**src/rtl/hafe_pkg.sv**
```systemverilog
`timescale 1ns / 1ps

package hafe_pkg;

  localparam int unsigned ByteW  = 8;
  localparam int unsigned NibW   = 4;
  localparam int unsigned CharW  = 7;

  localparam logic [CharW-1:0] DigitBase = 7'h30;
  localparam logic [CharW-1:0] AlphaBase = 7'h37;
  localparam logic [NibW-1:0]  NibNine   = 4'd9;

  // Character slot within one byte's output run.
  typedef enum logic [1:0] {
    SLOT_DATA_HI = 2'd0,
    SLOT_DATA_LO = 2'd1,
    SLOT_LRC_HI  = 2'd2,
    SLOT_LRC_LO  = 2'd3
  } slot_e;

  // One byte waiting to be encoded, with the LRC already worked out.
  typedef struct packed {
    logic [ByteW-1:0] data;
    logic [ByteW-1:0] lrc;
    logic             last;
  } item_t;

  function automatic logic [CharW-1:0] hex_char(input logic [NibW-1:0] nib);
    logic [CharW-1:0] wide;
    wide = {{(CharW-NibW){1'b0}}, nib};
    if (nib <= NibNine) begin
      return wide + DigitBase;
    end
    return wide + AlphaBase;
  endfunction

endpackage

```
**src/rtl/hafe_if.sv**
```systemverilog
`timescale 1ns / 1ps

interface hafe_in_if;
  logic       valid;
  logic       ready;
  logic [7:0] data_byte;
  logic       last_byte;

  modport source (output valid, output data_byte, output last_byte, input ready);
  modport sink   (input valid, input data_byte, input last_byte, output ready);
endinterface

interface hafe_out_if;
  logic       valid;
  logic       ready;
  logic [6:0] ascii_char;
  logic       last_char;

  modport source (output valid, output ascii_char, output last_char, input ready);
  modport sink   (input valid, input ascii_char, input last_char, output ready);
endinterface

```
**src/rtl/hafe_accum.sv**
```systemverilog
`timescale 1ns / 1ps

module hafe_accum (
  input  logic                        clk_i,
  input  logic                        rst_ni,
  input  logic                        in_valid_i,
  output logic                        in_ready_o,
  input  logic [hafe_pkg::ByteW-1:0]  data_byte_i,
  input  logic                        last_byte_i,
  output logic                        item_valid_o,
  input  logic                        item_take_i,
  output hafe_pkg::item_t             item_o
);
  import hafe_pkg::*;

  logic [ByteW-1:0] sum_q, sum_d;
  logic [ByteW-1:0] sum_next;
  logic             item_valid_q;
  item_t            item_q;
  logic             accept;

  assign in_ready_o = !item_valid_q || item_take_i;
  assign accept     = in_valid_i && in_ready_o;
  assign sum_next   = sum_q + data_byte_i;
  assign sum_d      = last_byte_i ? '0 : sum_next;

  always_ff @(posedge clk_i or negedge rst_ni) begin
    if (!rst_ni) begin
      sum_q        <= '0;
      item_valid_q <= 1'b0;
    end else begin
      if (accept) begin
        sum_q        <= sum_d;
        item_valid_q <= 1'b1;
      end else if (item_take_i) begin
        item_valid_q <= 1'b0;
      end
    end
  end

  // LRC is the two's complement of the running sum including this byte.
  always_ff @(posedge clk_i) begin
    if (accept) begin
      item_q.data <= data_byte_i;
      item_q.lrc  <= (~sum_next) + 1'b1;
      item_q.last <= last_byte_i;
    end
  end

  assign item_valid_o = item_valid_q;
  assign item_o       = item_q;

endmodule

```
**src/rtl/hafe_emit.sv**
```systemverilog
`timescale 1ns / 1ps

module hafe_emit (
  input  logic                        clk_i,
  input  logic                        rst_ni,
  input  logic                        item_valid_i,
  output logic                        item_take_o,
  input  hafe_pkg::item_t             item_i,
  output logic                        out_valid_o,
  input  logic                        out_ready_i,
  output logic [hafe_pkg::CharW-1:0]  ascii_char_o,
  output logic                        last_char_o
);
  import hafe_pkg::*;

  slot_e            slot_q, slot_d;
  logic             out_valid_q;
  logic [CharW-1:0] char_q;
  logic             last_q;
  logic             load;
  logic             final_slot;
  logic [NibW-1:0]  nib;

  assign load = item_valid_i && (!out_valid_q || out_ready_i);

  always_comb begin
    case (slot_q)
      SLOT_DATA_HI: nib = item_i.data[ByteW-1:NibW];
      SLOT_DATA_LO: nib = item_i.data[NibW-1:0];
      SLOT_LRC_HI:  nib = item_i.lrc[ByteW-1:NibW];
      SLOT_LRC_LO:  nib = item_i.lrc[NibW-1:0];
      default:      nib = item_i.data[NibW-1:0];
    endcase
  end

  // A flagged byte runs on through the two LRC slots.
  assign final_slot  = item_i.last ? (slot_q == SLOT_LRC_LO) : (slot_q == SLOT_DATA_LO);
  assign item_take_o = load && final_slot;

  always_comb begin
    slot_d = slot_q;
    if (load) begin
      if (final_slot) begin
        slot_d = SLOT_DATA_HI;
      end else begin
        slot_d = slot_e'(slot_q + 2'd1);
      end
    end
  end

  always_ff @(posedge clk_i or negedge rst_ni) begin
    if (!rst_ni) begin
      slot_q      <= SLOT_DATA_HI;
      out_valid_q <= 1'b0;
    end else begin
      slot_q <= slot_d;
      if (load) begin
        out_valid_q <= 1'b1;
      end else if (out_ready_i) begin
        out_valid_q <= 1'b0;
      end
    end
  end

  always_ff @(posedge clk_i) begin
    if (load) begin
      char_q <= hex_char(nib);
      last_q <= (slot_q == SLOT_LRC_LO);
    end
  end

  assign out_valid_o  = out_valid_q;
  assign ascii_char_o = char_q;
  assign last_char_o  = last_q;

endmodule

```
**src/rtl/hex_ascii_frame_encoder_lrc.sv**
```systemverilog
`timescale 1ns / 1ps

// Hex ASCII frame encoder with LRC.
// in_i carries one frame byte per beat (data_byte) and last_byte on the
// frame's final byte. out_o delivers one upper-case ASCII hex character per
// beat, high nibble first; a flagged byte is followed by the two LRC digits
// (two's complement of the 8-bit frame sum), the second marked by last_char.
// Start colon and CR LF are not produced.
// An accepted byte is held in the input register, and each of its characters
// is then registered in the output register before out_o shows it.
// One character per cycle out of the single output register while out_o is
// ready, so two characters per ordinary byte and four for a frame's final byte.
// The one-entry input register holds the byte being emitted until its last
// character is loaded; in_i.ready is up only while it is empty or freed.
// Stalls on out_o hold the character and back up into in_i.ready; nothing is
// dropped. Reset clears the frame sum and empties both registers.
module hex_ascii_frame_encoder_lrc (
  input  logic      clk_i,
  input  logic      rst_ni,
  hafe_in_if.sink   in_i,
  hafe_out_if.source out_o
);
  import hafe_pkg::*;

  logic  item_valid;
  logic  item_take;
  item_t item;

  hafe_accum u_accum (
    .clk_i        (clk_i),
    .rst_ni       (rst_ni),
    .in_valid_i   (in_i.valid),
    .in_ready_o   (in_i.ready),
    .data_byte_i  (in_i.data_byte),
    .last_byte_i  (in_i.last_byte),
    .item_valid_o (item_valid),
    .item_take_i  (item_take),
    .item_o       (item)
  );

  hafe_emit u_emit (
    .clk_i        (clk_i),
    .rst_ni       (rst_ni),
    .item_valid_i (item_valid),
    .item_take_o  (item_take),
    .item_i       (item),
    .out_valid_o  (out_o.valid),
    .out_ready_i  (out_o.ready),
    .ascii_char_o (out_o.ascii_char),
    .last_char_o  (out_o.last_char)
  );

endmodule

```
**src/flat_wrapper.sv**
```systemverilog
// flat-port wrapper written by rule: the top's interface ports become plain ports
module hex_ascii_frame_encoder_lrc_flat import hafe_pkg::*;
  (clk_i, rst_ni, in_i_valid, in_i_data_byte, in_i_last_byte, in_i_ready, out_o_valid, out_o_ascii_char, out_o_last_char, out_o_ready);
  hafe_in_if in_i_i ();
  hafe_out_if out_o_i ();
  input  logic clk_i;
  input  logic rst_ni;
  input wire logic [$bits(in_i_i.valid)-1:0] in_i_valid;
  input wire logic [$bits(in_i_i.data_byte)-1:0] in_i_data_byte;
  input wire logic [$bits(in_i_i.last_byte)-1:0] in_i_last_byte;
  output wire logic [$bits(in_i_i.ready)-1:0] in_i_ready;
  output wire logic [$bits(out_o_i.valid)-1:0] out_o_valid;
  output wire logic [$bits(out_o_i.ascii_char)-1:0] out_o_ascii_char;
  output wire logic [$bits(out_o_i.last_char)-1:0] out_o_last_char;
  input wire logic [$bits(out_o_i.ready)-1:0] out_o_ready;
  assign in_i_i.valid = in_i_valid;
  assign in_i_i.data_byte = in_i_data_byte;
  assign in_i_i.last_byte = in_i_last_byte;
  assign in_i_ready = in_i_i.ready;
  assign out_o_valid = out_o_i.valid;
  assign out_o_ascii_char = out_o_i.ascii_char;
  assign out_o_last_char = out_o_i.last_char;
  assign out_o_i.ready = out_o_ready;
  hex_ascii_frame_encoder_lrc u_core (.clk_i(clk_i), .rst_ni(rst_ni), .in_i(in_i_i), .out_o(out_o_i));
endmodule
```
**config.mk**
```make
export PLATFORM = sky130hd
export DESIGN_NAME = hex_ascii_frame_encoder_lrc_flat
export DESIGN_NICKNAME = d
export VERILOG_FILES = /design/src/rtl/hafe_pkg.sv /design/src/rtl/hafe_if.sv /design/src/rtl/hafe_accum.sv /design/src/rtl/hafe_emit.sv /design/src/rtl/hex_ascii_frame_encoder_lrc.sv /design/src/flat_wrapper.sv
export SDC_FILE = /design/constraint.sdc
export NUM_CORES = 1
export LEC_CHECK = 0
export ABC_AREA = 0
export BUFFER_PORTS_ARGS = -buffer_cell sky130_fd_sc_hd__buf_2
export CAP_MARGIN = 10
export CORE_MARGIN = 2
export CORE_UTILIZATION = 59
export DETAILED_ROUTE_END_ITERATION = 10
export HOLD_SLACK_MARGIN = 0.1
export PLACE_DENSITY = 0.81
export SYNTH_ARGS = -nofsm -noshare
export SYNTH_HDL_FRONTEND = slang
export SYNTH_SLANG_ARGS = --single-unit
```
**constraint.sdc**
```tcl
create_clock -name clk_i -period 6 [get_ports clk_i]
set_clock_uncertainty 0.05 [all_clocks]
set_input_delay 0.6 -clock clk_i [delete_from_list [all_inputs] [get_ports clk_i]]
set_output_delay 0.6 -clock clk_i [all_outputs]
set_load 0.01 [all_outputs]
```
==> results of run 1 <==
-- stage by stage --
stage / setup slack, ns / util [%] / instance area (µm²) / cells
2_1_floorplan: 3.57 / - / 1900 / 150
5_1_grt: 3.06 / 70.7 / 2160 / 224
3_5_place_dp: 3.33 / 67.6 / 2060 / 215
6_report: 3.40 / 70.7 / 2160 / 224
3_3_place_gp: 3.39 / 67.6 / 2060 / 215
4_1_cts: 3.37 / 70.7 / 2160 / 224
-- critical path: cells and delay by family, from the launching register on --
kind | cells | cell delay (ns)
AO/OA/AOI/OAI | 4 | 0.90
adder cells (fa/ha/maj) | 2 | 0.56
buffers and inverters | 1 | 0.08
flip-flops | 1 | 0.40
multiplexers | 1 | 0.17
AND/OR/NAND/NOR | 2 | 0.17
-- logic make-up after synthesis --
group / after synthesis
AOI/OAI and AO/OA: 31
buffers and inverters: 13
muxes: 4
DFF: 37
and+or+nand+nor: 37
adders and majority gates: 15
xor gates and xnor gates: 13
-- placed cells by master, fill, tap and decap left out, types with 3 or more instances in the layout --
cell type | netlist | layout
edfxtp_1 | 25 | 25
buf_2 | 1 | 22
nand2_1 | 16 | 16
ha_1 | 14 | 14
inv_1 | 12 | 12
dfrtp_1 | 12 | 12
o31ai_1 | 6 | 6
xor2_1 | 5 | 5
xnor2_1 | 5 | 5
o21ai_0 | 5 | 5
clkbuf_4 | 0 | 5
nand2b_1 | 4 | 4
nand3_1 | 4 | 4
a21oi_1 | 3 | 3
mux2i_1 | 3 | 3
nor2_1 | 3 | 3
-- sequential cells by signal, indices dropped and copies added, names as in the netlist --
name                         flops
u_core.u_accum.item_o           17
u_core.u_emit.slot_q             2
u_core.u_emit.last_char_o        1
u_core.u_accum.item_valid_o      1
u_core.u_emit.out_valid_o        1
u_core.u_accum.sum_q             8
u_core.u_emit.ascii_char_o       7
-- path summary, 6_finish.rpt --
kind / end / slack [ns] / depth (start not counted)
worst max-delay path: u_core.u_emit.ascii_char_o[1] / 3.40 / 10
worst min-delay path: u_core.u_accum.item_o[9] / 0.40 / 1
worst max register to register: u_core.u_emit.ascii_char_o[1] / 3.40 / 10
worst min register to register: u_core.u_accum.sum_q[0] / 0.45 / 2
max in group asynchronous: u_core.u_accum.item_valid_o / 5.04 / 2
min in group asynchronous: u_core.u_emit.out_valid_o / 0.62 / 2
-- routing by layer --
| layer | track usage (%) | share of wire (%) |
|---|---|---|
| met3 | 5.97 | 3.6 |
| met5 | 0 | 0 |
| met2 | 36.3 | 53 |
| met1 | 22.6 | 41 |
| met4 | 8.07 | 2.2 |
-- power groups by stage --
stage | logic (mW) | clock network, mW | registers [mW]
3_3_place_gp | 0.477 | 0 | 0.423
6_report | 0.517 | 0.180 | 0.422
4_1_cts | 0.516 | 0.182 | 0.422
3_5_place_dp | 0.505 | 0 | 0.428
2_1_floorplan | 0.373 | 0 | 0.436
5_1_grt | 0.575 | 0.189 | 0.430
-- final cells by class --
| type | count | area share [%] |
|---|---|---|
| sequential | 37 | 48.7 |
| multi-input combinational | 100 | 37.2 |
| timing repair buffer | 23 | 5.56 |
| clock buffer | 7 | 2.55 |
| tap | 44 | 2.55 |
| inverter | 12 | 2.09 |
| clock inverter | 1 | 1.39 |
==> impl_metrics.yaml, run 1 <==
clock_tree:
  clk_pin_slew_ns: 0.11
  h-tree-depth: 2
  post_cts_resized: 0
  clock-sinks: 37
  numCtsBuffers: 5
  clkLatencyLatePin_ns: 0.34
  cts_setup_buffers: 0
  root_buffer: "clkbuf_4"
  cts_tree: "yes"
  clock_path_buffers: 2
  cts_hold_buf: 1
floorplan:
  ios: 23
  floorplan.initialDensity_pct: 62.4
  die_x_um: 60.8
  die_h_um: 60.8
  fp-row-count: 20
  dieArea_um2: 3700
  core_area_um2: 3050
logic_synthesis:
  synth_area_leaders: "edfxtp_1 39%, dfrtp_1 16%, ha_1 9.2%"
  synth_most_common_cell: "edfxtp_1"
  synth_fp_nets: 178
  synth_xor_area_share_pct: 7.16
  synth_top_cell_by_area: "edfxtp_1"
  synth_top_family_by_area: "compound AO/OA/AOI/OAI gates"
  synth-seq-area-share_pct: 55.2
  ys_ff_latch: 37
  synth_fa_ha_area_share_pct: 10.2
  yosysUniqueCellTypes: 38
  synthMuxAreaShare_pct: 2.17
  synthCells: 150
  synth_area_um2: 1900
  syn_avg_cell_area_um2: 12.7
  ys_warn_count: 0
  synth-main-ff-cell: "edfxtp_1"
  synth_top_area_share_pct: 39.4
  synth_commonest_cells: "25 x edfxtp_1, 16 x nand2_1, 14 x ha_1"
  yosys.area_share.simple_pct: 10.7
  synth_compound_area_share_pct: 11.9
  async_reset_ff_share_pct: 32.4
  synth_edf_count: 25
worst_setup_path:
  path_max_fanout: 5
  cp.arrival_ns: 2.61
  crit_type: "flip-flop to flip-flop"
  startpoint: "u_core.u_emit.slot_q[1]"
  worstPathRequired_ns: 6.01
  start_kind: "flip-flop"
  crit_chain: "inv_1 -> ha_1 -> a222oi_1 -> nand2_1 -> o21ai_0 -> ha_1 -> nor2_1 -> o211ai_1 -> o21ai_1 -> mux2i_1"
  critPathCaptureType: "flip-flop"
  worst_path_most_repeated_cell: "ha_1"
  crit_slowest_cell: "dfrtp_1"
  slowest_delay_ns: 0.40
  timing.rr.start: "u_core.u_emit.slot_q[1]"
cells_and_area:
  multi_input_area_um2: 803
  antenna_cells: 0
  drive_gt1_share_pct: 22.8
  areaGrowthSynthToFinish_pct: 13.4
  nNetsFinal: 207
  ff_latch_area_um2: 1050
  fillCellCount: 234
routing:
  via_per_inst: 5.57
  drt_iter0_markers: 51
  first_pass_iters: 4
  wl_um: 3340
  drtAntennaViolNets: 0
  vias: 1247
  wire_per_inst_um: 14.9
  drc: 0
run:
  maxCapViolCount: 0
worst_hold_path:
  min_from: "in_i_data_byte[0]"
  hp-class: "input port to flip-flop"
power_and_ir_drop:
  power_frac_comb_pct: 46.2
  switching_power_mw: 0.421
  pwr-share-clk_pct: 16.1
  power.total_mw: 1.12
  sw_frac_of_total_pct: 37.6
  p_leak_nw: 0.936
  power_density_nw_per_um2: 518
  p_seq_share_pct: 37.7
  intPower_mw: 0.699
  irDropWorstVdd_mv: 0.234
run_status:
  outcome: "completed"
timing:
  worst_pin_slew_ns: 0.592
  finalCritPeriodShare_pct: 43.4
  period_minus_slack_ns: 2.60
  finalSetupViolations: 0
  fmax_mhz: 384
  slew_headroom_pct: 60.5
  rsz0062_at_grt: "no"
  hold_viol: 0
  final_max_slew_viol_count: 0
  whs_ns: 0.396
  fin_tns_setup_ns: 0
global_route:
  antenna_found_initial: 0
  grt_use_total_pct: 20.3
  first_global_vias: 1228
  overflow: 0
  grt_pass1_wl_um: 5320
  grt_max_degree: 18
placement:
  gp_congestion: 0.798
  port_buffers: 22
  hpwl_um: 2480
Power figures use the tool's default switching activity.
==> inputs of run 2 (changes only) <==
CORE_UTILIZATION = 57   (was 59)
PLACE_DENSITY = 0.78   (was 0.81)
clock period = 2.4 ns   (was 6 ns; I/O delays follow)
==> run 2 against run 1 <==
Flip-flop and latch count stayed put. Largest power group unchanged. Sequential power grew to 2.5 times the previous value. Worst hold slack worse by 0.24 ns. Highest routed layer unchanged. Combinational power grew to 2.9 times the previous value.
==> impl_metrics.yaml, run 2 (synthesis results as in run 1) <==
run_status:
  outcome: "completed"
cells_and_area:
  final_common_cell: "edfxtp_1"
  nNetsFinal: 226
  antenna_cells: 0
  areaGrowthSynthToFinish_pct: 21.5
  fillCellCount: 218
  drive_gt1_share_pct: 29.6
  final_cell_mix: "25 x edfxtp_1, 22 x buf_2, 16 x nand2_1"
  design_area_um2: 2310
  largest_reg_flops: 17
worst_setup_path:
  cp.arrival_ns: 2.35
  worstPathRequired_ns: 2.45
  r2r_cells: 9
  critPathCaptureType: "flip-flop"
  path_max_fanout: 4
  start_kind: "input port"
  crit_type: "input port to flip-flop"
  timing.rr.end: "u_core.u_emit.ascii_char_o[1]"
  rrSetupSlack_ns: 0.12
  timing.rr.start: "u_core.u_emit.slot_q[1]"
routing:
  vias: 1277
  first_pass_iters: 4
  via_per_inst: 5.26
  wire_per_inst_um: 14.4
  wl_um: 3490
  drt_iter0_markers: 84
  drtAntennaViolNets: 0
  drc: 0
clock_tree:
  numCtsBuffers: 5
  clock-sinks: 37
  clkLatencyLatePin_ns: 0.33
  clk_pin_slew_ns: 0.11
  root_buffer: "clkbuf_4"
  cts_tree: "yes"
  clock_path_buffers: 2
  h-tree-depth: 2
power_and_ir_drop:
  intPower_mw: 1.77
  p_seq_share_pct: 37.2
  power_frac_comb_pct: 52.0
  p_leak_nw: 1.00
  irDropWorstVdd_mv: 0.684
  power.total_mw: 2.85
  switching_power_mw: 1.08
  sw_frac_of_total_pct: 37.8
  pwr-share-clk_pct: 10.8
  power_density_nw_per_um2: 1230
worst_hold_path:
  min_from: "out_o_ready"
  hold_depth: 3
  hp-class: "input port to flip-flop"
  holdPathEnd: "u_core.u_emit.out_valid_o"
global_route:
  grt_use_total_pct: 21.0
  antenna_found_initial: 0
  overflow: 0
  grt_pass1_wl_um: 5640
  first_global_vias: 1320
  grt_max_degree: 16
floorplan:
  fp-row-count: 20
  die_x_um: 61.8
  ios: 23
  die_h_um: 61.8
  floorplan.initialDensity_pct: 60.9
  core_area_um2: 3130
  dieArea_um2: 3820
timing:
  fin_tns_setup_ns: 0
  rsz0062_at_grt: "yes"
  worst_pin_slew_ns: 0.393
  final_max_slew_viol_count: 0
  finalSetupViolations: 0
  slew_headroom_pct: 73.8
  hold_viol: 0
  finalCritPeriodShare_pct: 95.8
  setup_slack_ns: 0.100
  whs_ns: 0.161
  period_minus_slack_ns: 2.30
  fmax_mhz: 435
placement:
  placed_area_um2: 2090
  gp_congestion: 0.837
  port_buffers: 22
  pre_cts_ws_ns: -0.0443
  hpwl_um: 2510
run:
  maxCapViolCount: 0
run 2: cell count changes in the layout (fill, tap and decap cells not counted), sizes merged:
cell / previous run / this run
buf: 22 / 32
dlygate4sd3: 1 / 10
clkinv: 0 / 1
bufinv: 1 / 0
run 2: layer usage:
metal / track usage, % / routed length (µm) / share of wire [%] / vias up
met5: 0 / 0 / 0 / -
met4: 8.51 / 15 / 0.43 / 0
met3: 4.55 / 154 / 4.4 / 2
met2: 38.6 / 1920 / 55 / 32
met1: 23.3 / 1400 / 40 / 599
li1: - / - / - / 644
run 2: timing repair:
item | CTS | global route
pin swaps | 1 | 5
hold endpoints to repair | 21 | 0
setup endpoints to repair | 2 | 6
gates resized for setup | 4 | 7
hold buffers | 10 | 0
setup buffers | 1 | 5
run 2: power groups by stage:
stage | sequential (mW) | combinational [mW] | clock [mW]
3_3_place_gp | 1.06 | 1.23 | 0
3_5_place_dp | 1.07 | 1.30 | 0
6_report | 1.06 | 1.48 | 0.308
2_1_floorplan | 1.09 | 0.931 | 0
4_1_cts | 1.06 | 1.35 | 0.315
5_1_grt | 1.08 | 1.66 | 0.338
run 2: worst max-delay path by stage:
stage                               endpoint               startpoint  depth (start not counted)
4_1_cts        u_core.u_emit.ascii_char_o[1]  u_core.u_emit.slot_q[1]                         10
3_5_place_dp   u_core.u_emit.ascii_char_o[1]  u_core.u_emit.slot_q[1]                         10
2_1_floorplan       u_core.u_accum.item_o[0]  u_core.u_emit.slot_q[1]                          7
6_report            u_core.u_accum.item_o[7]        in_i_data_byte[3]                          9
3_3_place_gp   u_core.u_emit.ascii_char_o[1]  u_core.u_emit.slot_q[1]                         10
5_1_grt             u_core.u_accum.item_o[8]        in_i_data_byte[1]                          9
run 2: per-stage QoR:
step	util (%)	instances
floorplan	-	150
global placement	67.0	219
detailed placement	67.0	219
CTS	72.2	238
global route	74.0	243
finish	74.0	243
run 2: final cells by class:
type	instances	area (µm²)	share of cell area, %
Sequential cell	37	1050	45.4
Multi-Input combinational cell	100	827	35.7
Timing Repair Buffer	42	285	12.3
Tap cell	44	55.1	2.38
Clock buffer	7	45.0	1.95
Inverter	12	45.0	1.95
Clock inverter	1	5.00	0.216
run 2: worst max-delay path, stage by stage:
cell and delay (ns):
dlygate4sd3_1 0.53, buf_2 0.13, ha_1 0.39, a21oi_2 0.22
a21boi_2 0.09, nor4b_1 0.33, a211oi_2 0.11, buf_4 0.16
xor2_1 0.15
==> inputs of run 3 (changes only) <==
MAX_ROUTING_LAYER = met4   (was unset)
PLACE_DENSITY = 0.81   (was 0.78)
==> run 3 against run 2 <==
Worst setup slack gained 0.0085 ns. Core utilization shrank 0.52 points. Global-route usage shrank 0.15 points. Critical path type is now flip-flop to flip-flop. Wire length shrank 2.4%. Total power shrank 1.4%. Non-clock buffer count shrank 2. Final cell count shrank 1.2%. Combinational power is essentially flat. Die area is the same. Clock power shrank 2%.
==> impl_metrics.yaml, run 3 (synthesis results as in run 1) <==
worst_setup_path:
  start_kind: "flip-flop"
  cp.arrival_ns: 2.33
  worstPathRequired_ns: 2.44
  critPathCaptureType: "flip-flop"
  path_max_fanout: 4
  crit_type: "flip-flop to flip-flop"
power_and_ir_drop:
  irDropWorstVdd_mv: 0.661
  power.total_mw: 2.81
  power_density_nw_per_um2: 1220
  p_leak_nw: 0.984
timing:
  fmax_mhz: 436
  worst_pin_slew_ns: 0.381
  finalCritPeriodShare_pct: 95.5
  finalSetupViolations: 0
  period_minus_slack_ns: 2.29
  final_max_slew_viol_count: 0
  setup_slack_ns: 0.108
  slew_headroom_pct: 74.6
  fin_tns_setup_ns: 0
  hold_viol: 0
floorplan:
  fp-row-count: 20
  die_h_um: 61.8
  floorplan.initialDensity_pct: 60.9
  core_area_um2: 3130
  die_x_um: 61.8
  ios: 23
  dieArea_um2: 3820
routing:
  wire_per_inst_um: 14.2
  wl_met3_um: 99
  drc: 0
  wl_met2_um: 1790
  drt-met1-wl_um: 1460
  wl_um: 3400
  drt_iter0_markers: 113
  drtAntennaViolNets: 0
  vias: 1287
  highest-signal-layer: "met4"
  first_pass_iters: 4
  via_per_inst: 5.36
placement:
  dp.cells: 219
  port_buffers: 22
  gp_congestion: 0.791
  pre_cts_ws_ns: -0.0446
  hpwl_um: 2480
cells_and_area:
  antenna_cells: 0
  drive_gt1_share_pct: 29.1
  multi_input_area_um2: 827
  ff_latch_area_um2: 1050
  areaGrowthSynthToFinish_pct: 20.6
  largest_reg_flops: 17
  fillCellCount: 207
  final_cells: 240
  nNetsFinal: 224
  final_common_cell: "edfxtp_1"
  post-route-util_pct: 73.4
  final_cell_mix: "25 x edfxtp_1, 22 x buf_2, 16 x nand2_1"
clock_tree:
  numCtsBuffers: 5
  cts_tree: "yes"
  clk_pin_slew_ns: 0.10
  clkLatencyLatePin_ns: 0.33
  clock-sinks: 37
  root_buffer: "clkbuf_4"
  clock_path_buffers: 2
  h-tree-depth: 2
run_status:
  outcome: "completed"
global_route:
  grt_pass1_wl_um: 5490
  overflow: 0
  grt_use_total_pct: 20.8
  first_global_vias: 1292
  antenna_found_initial: 0
  grt_max_degree: 18
run:
  maxCapViolCount: 0
worst_hold_path:
  hp-class: "input port to flip-flop"
## run 3: cell count changes in the layout (fill, tap and decap cells not counted), sizes merged
cell      previous run  this run
clkbuf               7         5
clkinvlp             0         1
buf                 32        30
## run 3: worst paths after layout
check | from | to | slack [ns] | depth (start not counted)
setup / recovery | u_core.u_emit.slot_q[0] | u_core.u_emit.ascii_char_o[1] | 0.11 | 10
hold / removal | out_o_ready | u_core.u_emit.out_valid_o | 0.16 | 3
setup reg to reg | u_core.u_emit.slot_q[0] | u_core.u_emit.ascii_char_o[1] | 0.11 | 10
hold reg to reg | u_core.u_accum.sum_q[0] | u_core.u_accum.sum_q[0] | 0.45 | 2
max in group asynchronous | rst_ni | u_core.u_accum.sum_q[0] | 1.78 | 2
min in group asynchronous | rst_ni | u_core.u_accum.sum_q[1] | 0.28 | 2
## run 3: stage by stage
step / instance area [µm²] / hold WS (ns)
floorplan: 1900 / -0.106
global placement: 2090 / 0.0886
detailed placement: 2090 / 0.106
CTS: 2250 / 0.150
global route: 2300 / 0.178
finish: 2300 / 0.157
## run 3: routing by layer
metal	global-route usage, %	vias up
met5	-	-
met4	6.99	0
met3	5.18	6
met2	37.1	27
met1	22.5	614
li1	-	640
## run 3: repair_timing
item	4_1_cts	5_1_grt
endpoints found under the setup margin	2	4
hold buffers	10	0
buffers inserted	0	4
gates resized for setup	3	8
hold endpoints to repair	21	0
pin swaps	0	4
## run 3: critical path, stage by stage (launching register included)
cell,delay [ns]
dfrtp_1,0.41
inv_1,0.10
ha_1,0.26
a222oi_1,0.32
a21oi_2,0.13
inv_2,0.09
ha_2,0.20
nor2_1,0.06
o211ai_1,0.19
o21ai_2,0.12
mux2i_1,0.14
## run 3: layout make-up
cell class,instances,share of cell area (%)
sequential,37,45.8
clock buffer,5,1.63
clock inverter,2,0.490
inverter,12,1.96
tap,44,2.40
timing repair buffer,40,11.8
multi-input combinational,100,36.0
## run 3: report_power, final
part           switching (mW)  total (mW)  internal, mW
sequential             0.0821        1.06         0.973
combinational           0.791        1.45         0.657
clock                   0.197       0.302         0.105
total                    1.07        2.81          1.74
